<file path="src/sv/rrt_pkg.sv">
// shared types and constants for the tree extend unit
package rrt_pkg;

    localparam int CW         = 10;
    localparam int QW         = CW + 2;
    localparam int SQ_RAD_W   = 2 * CW + 2;
    localparam int SQ_ROOT_W  = CW + 1;
    localparam int SQ_REM_W   = CW + 4;
    localparam int SQ_STAGES  = SQ_RAD_W / 2;
    localparam int PROD_W     = 2 * CW;
    localparam int CFG_IDX_W  = 3;

    localparam logic [CFG_IDX_W-1:0] CFG_OBS_LEFT   = 3'd0;
    localparam logic [CFG_IDX_W-1:0] CFG_OBS_TOP    = 3'd1;
    localparam logic [CFG_IDX_W-1:0] CFG_OBS_RIGHT  = 3'd2;
    localparam logic [CFG_IDX_W-1:0] CFG_OBS_BOTTOM = 3'd3;
    localparam logic [CFG_IDX_W-1:0] CFG_GOAL_COL   = 3'd4;
    localparam logic [CFG_IDX_W-1:0] CFG_GOAL_ROW   = 3'd5;
    localparam logic [CFG_IDX_W-1:0] CFG_GOAL_RAD   = 3'd6;
    localparam logic [CFG_IDX_W-1:0] CFG_MAX_STEP   = 3'd7;

    localparam logic OP_ROOT   = 1'b0;
    localparam logic OP_EXTEND = 1'b1;

    localparam logic [2:0] ST_ADDED   = 3'd0;
    localparam logic [2:0] ST_ILLEGAL = 3'd1;
    localparam logic [2:0] ST_FULL    = 3'd2;
    localparam logic [2:0] ST_EMPTY   = 3'd3;
    localparam logic [2:0] ST_ROOT    = 3'd4;

    typedef struct packed {
        logic          opcode;
        logic [CW-1:0] point_col;
        logic [CW-1:0] point_row;
    } t_in;

    typedef struct packed {
        logic [2:0]    status;
        logic [CW-1:0] node_index;
        logic [CW-1:0] new_col;
        logic [CW-1:0] new_row;
        logic [CW-1:0] parent_index;
        logic          reached_goal;
    } t_out;

    typedef struct packed {
        logic [SQ_REM_W-1:0]  rem;
        logic [SQ_ROOT_W-1:0] root;
        logic [SQ_RAD_W-1:0]  rad;
    } t_sq_data;

endpackage

</file>
<file path="src/sv/rrt_sqrt_cell.sv">
// one root bit of the pipelined integer square root chain
module rrt_sqrt_cell import rrt_pkg::*; #(
    parameter int IDX_W = 10
) (
    input  logic             i_clk,
    input  logic             i_rst_n,
    input  logic             i_vld,
    input  logic             i_last,
    input  logic [IDX_W-1:0] i_idx,
    input  t_sq_data         i_data,
    output logic             o_vld,
    output logic             o_last,
    output logic [IDX_W-1:0] o_idx,
    output t_sq_data         o_data
);

    logic             r_vld;
    logic             r_last;
    logic [IDX_W-1:0] r_idx;
    t_sq_data         r_data;
    t_sq_data         n_data;
    logic [SQ_REM_W-1:0] cur;
    logic [SQ_REM_W-1:0] trial;

    always_comb begin
        cur   = {i_data.rem[SQ_REM_W-3:0], i_data.rad[SQ_RAD_W-1 -: 2]};
        trial = {1'b0, i_data.root, 2'b01};
        n_data.rad = {i_data.rad[SQ_RAD_W-3:0], 2'b00};
        if (cur >= trial) begin
            n_data.rem  = cur - trial;
            n_data.root = {i_data.root[SQ_ROOT_W-2:0], 1'b1};
        end else begin
            n_data.rem  = cur;
            n_data.root = {i_data.root[SQ_ROOT_W-2:0], 1'b0};
        end
    end

    always_ff @(posedge i_clk) begin
        if (!i_rst_n) begin
            r_vld <= 1'b0;
        end else begin
            r_vld <= i_vld;
        end
        r_last <= i_last;
        r_idx  <= i_idx;
        r_data <= n_data;
    end

    assign o_vld  = r_vld;
    assign o_last = r_last;
    assign o_idx  = r_idx;
    assign o_data = r_data;

endmodule

</file>
<file path="config.mk">
export PLATFORM = sky130hd
export DESIGN_NAME = rrt_sqrt_cell
export DESIGN_NICKNAME = d
export VERILOG_FILES = /design/src/sv/rrt_pkg.sv /design/src/sv/rrt_sqrt_cell.sv
export SDC_FILE = /design/constraint.sdc
export NUM_CORES = 1
export LEC_CHECK = 0
export BUFFER_PORTS_ARGS = -buffer_cell sky130_fd_sc_hd__clkbuf_2
export CORE_MARGIN = 10
export CORE_UTILIZATION = 44
export DETAILED_ROUTE_END_ITERATION = 10
export PLACE_DENSITY = 0.79
export REMOVE_ABC_BUFFERS = 1
export SETUP_SLACK_MARGIN = 0.05
export SLEW_MARGIN = 10
export SYNTH_ARGS = -nofsm -noshare
export SYNTH_HDL_FRONTEND = slang
export SYNTH_SLANG_ARGS = --single-unit
export TNS_END_PERCENT = 1
</file>
<file path="constraint.sdc">
create_clock -name i_clk -period 2.53 [get_ports i_clk]
set_input_delay 0.253 -clock i_clk [delete_from_list [all_inputs] [get_ports i_clk]]
set_output_delay 0.253 -clock i_clk [all_outputs]
set_load 0.005 [all_outputs]
</file>
Yosys cells after proc, flatten, opt, wreduce, memory -nomap -nowiden

Index checks and enable logic that the tools add are counted.

Add/sub/neg operators: 1
Order comparisons: 1
Multiplexer cells: 1

Operator list:

| operator                                     | count |
|---|---|
| 2-to-1 mux 25 bit                            | 1 |
| greater-or-equal comparator 14 x 13 -> 1 bit | 1 |
| subtractor 14 x 13 -> 14 bit                 | 1 |

Bits in registers: 57

Logic depth before layout (Yosys ltp)

Depth in word-level cells: 2
Gate-level depth with buffers: 10

Worst setup path before layout

OpenSTA, ideal clock, no wires.

Path kind: input-to-reg
Start point: input port i_data[27] (netlist bit)
End point: register r_data, in the netlist o_data[38]
Setup time: 121 ps
Arrival: 1940 ps
Data required time: 2409 ps
Path slack: 468 ps
Stages: 9
Buffers on the path: 1
Path through: inv_1 -> ha_1 -> a21oi_1 -> o21ai_2 -> a221o_2 -> nor2_4 -> inv_2 -> buf_6 -> mux2_4

RTL lines:

| item                 | RTL line            | source |
|---|---|---|
| from (decl)          | rrt_sqrt_cell.sv:10 | `input t_sq_data i_data,` |
| to (signal assigned) | rrt_sqrt_cell.sv:46 | `r_data <= n_data;` |
| to (decl)            | rrt_sqrt_cell.sv:20 | `t_sq_data r_data;` |

==> metrics.md <==
| Metric | Value |
|---|---|
| Tot Pwr | 0.00239 W |
| Place WS | 168 ps |
| Area occupied by multi-input gates | 932 sq um |
| VDD IR-drop max | roughly 0.32 mV |
| Final nets | 406 |
| Die area | between 8000 and 9000 sq um |
| Post-route setup TNS | 0 ps |
| Dpl cells | 387 |
| Initial Util | 45.9% |
| TritonCTS Buffers | 9 |
| Met1 Use GR | 17.4% |
| Final worst slack | 498 ps |
| Asr flop ratio synth | 0% |
| Clk root buf | clkbuf_8 |
| Detail Route Antenna Nets | 0 |
| Worst Setup End Kind | flip-flop |
| PwrDens | 777 nW/um^2 |
| Final Hold Violating Endpoints | 0 |
| Sequential share of power | 41.9% |
| CTS max path bufs | 2 |
| CTS tree | done |
| Fin crit share | ~80% |
| Nature of the critical path startpoint | input port |
| Post-synth EDFFs | 0 |
| Fillers | between 300 and 400 |
| Clock power frac | 40.7% |
| Post-CTS Setup Repair Bufs | 0 |
| Max-cap violations | 0 |
| Chip width | 90.7 um |
| RSZ-0062 raised after global routing | no |
| Register bit total from synthesis | 57 |
| Final non-filler cell total | 403 |
| Hold Buf Count CTS | 0 |
| Grt met3 use | 7.90% |
| Min-delay worst type | in2reg |
| Switching power share of the total | 23.9% |
| CTS sink cnt | 57 |
| Post-Syn Instances | 207 |
| Grt ovf | 0 |
| CP required | 2750 ps |
| First-pass GRT wire length | 10.4 mm |
| Total wire length | 6.80 mm |
| Wire per inst | between 15 and 20 um |
| Post-synthesis cell area | 2200 sq um |
| Sw Pwr | ~0.00057 W |
| Internal | around 0.0018 W |
| Number of global-route vias before repair | slightly below 2,000 |
| Post-route DRC | 0 |
| Critical-path maximum fanout | 10 |
| Share of layout cells above drive strength 1 | 44.6% |
| IO Port Bufs | around 120 |
| I/O Pins | 120 |
| Worst endpoint data arrival time | 2250 ps |
| Largest net degree at the start of global routing | 11 |
| Area Overhead vs Synth | 39.7% |
| Setup violators final | 0 |
| Max frequency | 0.492 GHz |
| Synth unique cells | 45 |
| Top FF cell, synth | dfxtp_1 |
| Gate power share | 17.4% |
| Lkg Pwr | 1.57 nW |
| Vias/cell | 4.79 |
| Initial DRC Count | ~140 |
| Total GRT Usage | 16.1% |
| Worst-path clk slew | 60 ps |
| Drt first pass iters | 4 |
| H-Tree Level Count | 3 |
| Post-CTS sizing | 0 |
| Status | complete, no violations |
| Count of yosys warnings during synthesis | 0 |
| Sequential area share after synthesis | 51.9% |
| DIE HEIGHT | 90.7 um |
| GRT Max-Usage Layer | met2 |
| Detailed-route via count | 1,929 |
| Antenna violations before repair | 0 |
| Worst setup path class | in2reg |
| DP HPWL | 5.29 mm |
| Final slew viol count | 0 |
| Placeable Area | 4790 sq um |
| Minimum clock period | 2030 ps |
| GR met2 Demand/Resource | 26.4% |
| Row cnt | 25 |
| Synthesized area per cell | about 11 sq um |
| FF/Latch Area | 1140 sq um |
| GP Congestion | 0.855 |
| Antenna diodes | 0 |
worst paths after layout:
| check | endpoint | slack [ps] | start | depth (start not counted) |
|---|---|---|---|---|
| max | o_data[36]$_DFF_P_ | 500 | i_data[29] | 9 |
| min | o_idx[5]$_DFF_P_ | 20 | i_idx[5] | 1 |
worst max-delay path: stages:
cell and delay, ps:
clkbuf_2 80, inv_1 40, ha_1 480, nand4_4 170, o31ai_1 330, a221o_2 250, nor2_4 50, inv_2 220
mux2_2 370
state kept, by name, indices dropped and copies added, names as in the netlist:
register / flops
o_data: 45
o_idx: 10
o_last: 1
o_vld: 1
cell families after synthesis:
family / after synthesis / synth area share [%]
flops: 57 / 51.9
xor+xnor: 7 / 2.79
mux: 8 / 4.73
other cells: 1 / 0.171
simple gates: 46 / 11.6
buf+inv: 26 / 5.81
fa+ha+maj: 13 / 7.40
compound gates: 49 / 15.6
power by group through the flow:
| stage | logic (W) | registers [W] | clock network [W] |
|---|---|---|---|
| after global routing | 0.000462 | 0.00101 | 0.00103 |
| final | 0.000415 | 0.00100 | 0.000970 |
| after global placement | 0.000407 | 0.00102 | 0 |
| after floorplan | 0.000215 | 0.00103 | 0 |
| after CTS | 0.000416 | 0.00100 | 0.000983 |
| after detailed placement | 0.000412 | 0.00102 | 0 |
through the flow:
step	cell area, sq um	hold slack [ps]	utilization (%)
after floorplan	2150	281	-
after global placement	2830	355	59.1
after detailed placement	2830	357	59.1
after CTS	3060	14.6	63.9
after global routing	3070	5.68	64.1
final	3070	22.7	64.1
layer usage:
| metal | wire length (um) | part of all wire (%) |
|---|---|---|
| met1 | 2690 | 40 |
| met2 | 3240 | 48 |
| met3 | 769 | 11 |
| met4 | 99 | 1.5 |
| met5 | 0 | 0 |
layout make-up:
class	instances	area share, %
multi-input combinational	125	30.4
sequential	57	37.2
timing repair buffer	119	19.8
tap	67	2.73
clock buffer	13	5.50
inverter	20	2.45
clock inverter	2	1.96
cell usage after synthesis, types with 2 or more instances:
cell type	instances	area share [%]
a211oi_1	3	1.0
a21o_1	2	0.68
a21oi_1	13	3.0
a21oi_2	2	0.80
a31oi_1	3	0.85
and2_1	2	0.57
buf_4	2	0.68
buf_6	3	1.5
dfxtp_1	57	52
ha_1	13	7.4
inv_1	19	3.2
mux2_2	3	1.5
mux2_4	4	2.7
nand2_1	7	1.2
nand2b_1	3	0.85
nand3_1	5	1.1
nand4_1	2	0.57
nor2_1	11	1.9
nor3_1	7	1.6
o211ai_1	4	1.4
o21a_1	2	0.68
o21ai_0	8	1.8
o31ai_1	3	1.0
or2_2	2	0.57
or3_1	2	0.57
xnor2_1	2	0.80
xor2_1	5	2.0
placed cells by master (no fill, tap or decap), drive strengths merged, types with 7 or more instances in the layout:
master	n
ha	13
nor2	12
o21ai	9
dfxtp	57
a21oi	16
nor3	7
inv	20
clkbuf	128
nand2	7
mux2	7
Power figures use the tool's default switching activity.
