**src/sv/rrt_pkg.sv**
```systemverilog
// shared types and constants for the tree extend unit
package rrt_pkg;

    localparam int CW         = 10;
    localparam int QW         = CW + 2;
    localparam int SQ_RAD_W   = 2 * CW + 2;
    localparam int SQ_ROOT_W  = CW + 1;
    localparam int SQ_REM_W   = CW + 4;
    localparam int SQ_STAGES  = SQ_RAD_W / 2;
    localparam int PROD_W     = 2 * CW;
    localparam int CFG_IDX_W  = 3;

    localparam logic [CFG_IDX_W-1:0] CFG_OBS_LEFT   = 3'd0;
    localparam logic [CFG_IDX_W-1:0] CFG_OBS_TOP    = 3'd1;
    localparam logic [CFG_IDX_W-1:0] CFG_OBS_RIGHT  = 3'd2;
    localparam logic [CFG_IDX_W-1:0] CFG_OBS_BOTTOM = 3'd3;
    localparam logic [CFG_IDX_W-1:0] CFG_GOAL_COL   = 3'd4;
    localparam logic [CFG_IDX_W-1:0] CFG_GOAL_ROW   = 3'd5;
    localparam logic [CFG_IDX_W-1:0] CFG_GOAL_RAD   = 3'd6;
    localparam logic [CFG_IDX_W-1:0] CFG_MAX_STEP   = 3'd7;

    localparam logic OP_ROOT   = 1'b0;
    localparam logic OP_EXTEND = 1'b1;

    localparam logic [2:0] ST_ADDED   = 3'd0;
    localparam logic [2:0] ST_ILLEGAL = 3'd1;
    localparam logic [2:0] ST_FULL    = 3'd2;
    localparam logic [2:0] ST_EMPTY   = 3'd3;
    localparam logic [2:0] ST_ROOT    = 3'd4;

    typedef struct packed {
        logic          opcode;
        logic [CW-1:0] point_col;
        logic [CW-1:0] point_row;
    } t_in;

    typedef struct packed {
        logic [2:0]    status;
        logic [CW-1:0] node_index;
        logic [CW-1:0] new_col;
        logic [CW-1:0] new_row;
        logic [CW-1:0] parent_index;
        logic          reached_goal;
    } t_out;

    typedef struct packed {
        logic [SQ_REM_W-1:0]  rem;
        logic [SQ_ROOT_W-1:0] root;
        logic [SQ_RAD_W-1:0]  rad;
    } t_sq_data;

endpackage

```
**src/sv/rrt_div.sv**
```systemverilog
// bit serial signed floor divider for the steering step
module rrt_div import rrt_pkg::*; (
    input  logic                 i_clk,
    input  logic                 i_rst_n,
    input  logic                 i_start,
    input  logic                 i_neg,
    input  logic [PROD_W-1:0]    i_mag,
    input  logic [SQ_ROOT_W-1:0] i_den,
    output logic                 o_done,
    output logic signed [QW-1:0] o_quo
);

    localparam int CNT_W = $clog2(PROD_W);

    logic                 r_busy;
    logic                 r_done;
    logic [CNT_W-1:0]     r_cnt;
    logic [SQ_ROOT_W-1:0] r_rem;
    logic [PROD_W-1:0]    r_quo;
    logic [SQ_ROOT_W-1:0] r_den;
    logic                 r_neg;
    logic [SQ_ROOT_W:0]   t;
    logic [SQ_ROOT_W:0]   t_sub;
    logic                 ge;
    logic [QW-1:0]        qm;

    always_comb begin
        t     = {r_rem, r_quo[PROD_W-1]};
        t_sub = t - {1'b0, r_den};
        ge    = t >= {1'b0, r_den};
        qm    = QW'(r_quo[CW:0]);
        if (r_neg) begin
            o_quo = $signed(-(qm + QW'(r_rem != '0)));
        end else begin
            o_quo = $signed(qm);
        end
    end

    always_ff @(posedge i_clk) begin
        if (!i_rst_n) begin
            r_busy <= 1'b0;
            r_done <= 1'b0;
        end else begin
            r_done <= 1'b0;
            if (i_start) begin
                r_busy <= 1'b1;
                r_cnt  <= CNT_W'(PROD_W - 1);
                r_rem  <= '0;
                r_quo  <= i_mag;
                r_den  <= i_den;
                r_neg  <= i_neg;
            end else if (r_busy) begin
                r_rem <= ge ? t_sub[SQ_ROOT_W-1:0] : t[SQ_ROOT_W-1:0];
                r_quo <= {r_quo[PROD_W-2:0], ge};
                r_cnt <= r_cnt - 1'b1;
                if (r_cnt == '0) begin
                    r_busy <= 1'b0;
                    r_done <= 1'b1;
                end
            end
        end
    end

    assign o_done = r_done;

endmodule
```
**config.mk**
```make
export PLATFORM = sky130hd
export DESIGN_NAME = rrt_div
export DESIGN_NICKNAME = d
export VERILOG_FILES = /design/src/sv/rrt_pkg.sv /design/src/sv/rrt_div.sv
export SDC_FILE = /design/constraint.sdc
export NUM_CORES = 1
export LEC_CHECK = 0
export ABC_AREA = 1
export ABC_CLOCK_PERIOD_IN_PS = 7150
export BUFFER_PORTS_ARGS = -buffer_cell sky130_fd_sc_hd__buf_4
export CAP_MARGIN = 0
export CORE_UTILIZATION = 55
export CTS_CLUSTER_DIAMETER = 40
export DETAILED_ROUTE_END_ITERATION = 7
export GPL_TIMING_DRIVEN = 0
export PLACE_DENSITY_LB_ADDON = 0.12
export SLEW_MARGIN = 20
export SYNTH_ARGS = -nofsm -noshare
export SYNTH_HDL_FRONTEND = slang
export SYNTH_SLANG_ARGS = --single-unit
```
**constraint.sdc**
```tcl
create_clock -name i_clk -period 7.15 [get_ports i_clk]
set_input_delay 1.43 -clock i_clk [delete_from_list [all_inputs] [get_ports i_clk]]
set_output_delay 1.43 -clock i_clk [all_outputs]
set_load 0.03 [all_outputs]
```
-- Word level (Yosys, flattened, before mapping)
Cells that the tools add are included.
- add/subtract/negate cells: 4
- order comparisons: 1
- muxes and demuxes: 10
- bitwise logic cells: 2
- reductions and logical operators: 6
- operators with widths (kind ; number):
    20-bit two-way mux ; 2
    11-bit two-way mux ; 2
    11-bit by 1-bit adder with 12-bit output ; 1
    12-bit by 11-bit >= comparator with 1-bit output ; 1
    12-bit two-way mux ; 1
    12-bit negation ; 1
    11-bit nonzero test ; 1
    11-bit subtractor ; 1
    5-bit logical NOT ; 1
    5-bit two-way mux ; 1
    5-bit by 1-bit subtractor with 5-bit output, second input constant ; 1
    1-bit two-way mux ; 4
    2-bit AND reduction ; 2
    3-bit OR reduction ; 1
    1-bit NOT ; 2
    2-bit nonzero test ; 1
- bits in registers: 50
- bits of input ports: 35
- output and inout bits: 13

-- Longest topological paths before layout
- word-level depth: 4
- mapped depth: 15
- depth with buffers taken out: 15

-- Least setup slack after synthesis
Ideal clock, no wire load.
- path type: register to output
- start point: register r_rem[0]
- end point: output port o_quo[5]
- data arrival time: 2434 ps
- required time: 5720 ps
- path slack: 3286 ps
- cell stages (with the launch flop): 13
- path through: edfxtp_1 -> nor4_1 -> nand2_1 -> nor4_1 -> ha_1 -> ha_1 -> inv_1 -> ha_1 -> inv_1 -> nand3_1 -> nand2_1 -> xnor2_1 -> o21ai_0
- cells in the longest elaborated chain, start to end: 4
- RTL lines (element ; RTL line ; source):
    from (decl) ; rrt_div.sv:18 ; logic [SQ_ROOT_W-1:0] r_rem;
    from (signal assigned) ; rrt_div.sv:53 ; r_rem <= ge ? t_sub[SQ_ROOT_W-1:0] : t[SQ_ROOT_W-1:0];
    11-bit nonzero test ; rrt_div.sv:33 ; o_quo = $signed(-(qm + QW'(r_rem != '0)));
    11-bit by 1-bit adder with 12-bit output ; rrt_div.sv:33 ;
    12-bit negation ; rrt_div.sv:33 ;
    12-bit two-way mux ; rrt_div.sv:32 ; if (r_neg) begin
    to (decl) ; rrt_div.sv:10 ; output logic signed [QW-1:0] o_quo
Every way passes these cells.

-- Final worst setup path
- start point: register r_rem[0]
- end point: output port o_quo[7]
The elaborated chain is that of the path after synthesis.

==> results.cfg <==
[outcome]
status = finished clean

[synth]
yosysTopAreaCell = edfxtp_1
async_reset_ff_frac = 0
synth_compound_area_frac = 0.0630
synthSimpleGateAreaFrac = 0.301
syn_nets = 509
synth_mux_area_frac = 0
synth_ff_type = edfxtp_1
syn_area_um2 = 3440
yosys_warnings = 0
synth_edf_count = 48
synthAdderAreaFrac = 0.100
avgSynthCellArea_um2 = 7.69
yosysMostFrequentCell = nand2_1
yosysUniqueCellTypes = 26
synth_xor_area_frac = 0.0127
yosysSeqAreaShare = 0.431
synth_seq_cells = 50
synth_top_family_by_area = simple AND/OR/NAND/NOR gates
netlist_instances = 447
synth_common_cells = 145 x nand2_1, 72 x inv_1, 48 x edfxtp_1
synth_top_area_frac = 0.419
synth_area_leaders = edfxtp_1 42%, nand2_1 16%, ha_1 9.5%

[critical_path]
cpMostUsedCell = nand2_1
crit_chain = nor4_1 > nand2_1 > nor4_1 > ha_1 > ha_1 > inv_1 > ha_1 > inv_1 > nand3_1 > nand2_1 > nand2_1 > nand2_1 > or2_2 > nand3_1 > o21ai_0 > buf_4
worstSetupPathType = register to output pin
cp-end-kind = output pin
cp.required_ps = 5720
crit_family = simple AND/OR/NAND/NOR gates
cp_num_cells = 16
worst_setup_path_start_kind = register
rr_worst_depth = 9
cpMaxStageDelayCell = edfxtp_1
path_buf_inv = 3
path_max_fanout = 4
arrival_ps = 3080
max_stage_delay_ps = 450

[clocking]
ctsHoldBuffers = 0
cts_max_level = 2
root_buffer = clkbuf_8
ctsResizeCount = 0
clkTransAtPathRegs_ps = 100
clkLatencyLatePin_ps = 300
cts_buffers = 5
clock_path_buffers = 2
cts_sinks = 50
cts_tree = built
post_cts_buffers = 0

[floorplan]
coreArea_um2 = 5990
rows = 28
dieArea_um2 = 6570
die_y_um = 81.1
io_pins = 48
start_util = 0.574
die_w_um = 81.1

[route]
drt-pass1-iter-count = 5
vias = 3082
via_per_inst = 5.33
wl_mm = 7.42
antenna_left = 0
drtIter0Drc = 263
drc_errors = 0
wl_per_cell_um = 12.8

[power]
p_per_area_nw_per_um2 = 194
power_frac_seq = 0.463
ir_drop_uv = 153
clockPowerShare = 0.223
finalPower_uw = 779
p_int_uw = 512
p_sw_frac = 0.343
p_leak_nw = 2.00
power_frac_comb = 0.314
power.switching_uw = 268

[timing]
skew_ps = 5.94
tns_ps = 0
fmax_ghz = 0.222
finalHoldViolCount = 0
maxSlewViolCount = 0
setup_viol = 0
rsz0062_at_grt = no
tightest_slew_ps = 704
final.min_clock_period_ps = 4510
period_share = 0.631
relSlewSlack = 0.531

[global_routing]
grt_start_max_net_pins = 22
grt_usage = 0.248
antenna_found_initial = 0
grt-ovfl-total = 0
grt_pass1_vias = 2815
grt_pass1_wl_mm = 12.4

[final_layout]
n_antenna_cell = 0
nets = 564
area_growth_pct = 16.8
layout-drive-gt1-share = 0.133

[flow_run]
max_cap_viol_count = 0

[place]
place_congestion = 0.913
portBuffers = 47
hpwl_mm = 5.67

[min_path]
holdPathStages = 2
hold_path_class = register to register
-- worst reg2reg max path, delay by kind of cell, from the launching register on --
kind	cells	cell delay [ps]
buffers and inverters	1	70
adder cells (fa/ha/maj)	1	380
AO/OA/AOI/OAI	1	560
AND/OR/NAND/NOR	6	810
flip-flops	1	440
-- sequential cells by signal, indices dropped and copies added, names as in the netlist --
name    count
o_done      1
r_busy      1
r_cnt       5
r_den      11
r_neg       1
r_quo      20
r_rem      11
-- power by group through the flow --
stage | combinational (mW) | sequential, mW | clock, mW
final | 0.245 | 0.360 | 0.174
after global routing | 0.277 | 0.363 | 0.186
after CTS | 0.243 | 0.360 | 0.179
after detailed placement | 0.241 | 0.367 | 0
after floorplan | 0.172 | 0.364 | 0
after global placement | 0.232 | 0.367 | 0
-- cell usage in the layout (no fill, tap or decap), types with 4 or more instances in the layout --
cell type,instances
or2_2,4
nor2_1,40
nor4_1,4
clkbuf_1,8
o21ai_0,23
a21oi_1,12
inv_1,72
ha_1,26
clkbuf_8,6
buf_4,47
nand3_1,31
nand2_1,145
edfxtp_1,48
nand4_1,12
-- stage by stage --
stage	cell area (um^2)	util	instances	hold slack, ps	setup slack (ps)
floorplan	3440	-	447	421	3290
global placement	3880	0.648	569	436	2290
detailed placement	3920	0.655	570	498	3020
CTS	4020	0.671	578	522	2670
global route	4020	0.671	578	568	2330
finish	4020	0.671	578	522	2640
-- metal layers --
| metal | global-route usage | wire length (um) |
|---|---|---|
| met5 | 0 | 0 |
| met4 | 0.0839 | 129 |
| met3 | 0.0427 | 416 |
| met2 | 0.392 | 3330 |
| met1 | 0.345 | 3550 |
-- cell families after synthesis --
family	count (synthesis)
XOR/XNOR	5
adder cells (fa/ha/maj)	27
buffers and inverters	82
AO/OA/AOI/OAI	41
flip-flops	50
AND/OR/NAND/NOR	242
-- path summary, 6_finish.rpt --
path,startpoint,endpoint,slack (ps)
worst min-delay path,r_busy,o_done,520
worst max register to register,r_rem[6],r_rem[3],4650
worst min register to register,r_busy,o_done,520
worst max-delay path,r_rem[0],o_quo[7],2640
-- layout make-up --
type / instances / area (um^2)
fill: 501 / 1970
multi-input combinational: 315 / 1650
sequential: 50 / 1480
timing repair buffer: 48 / 380
inverter: 73 / 274
tap: 75 / 93.8
clock buffer: 5 / 68.8
buffer: 9 / 43.8
clock inverter: 3 / 25.0
Power figures use the tool's default switching activity.
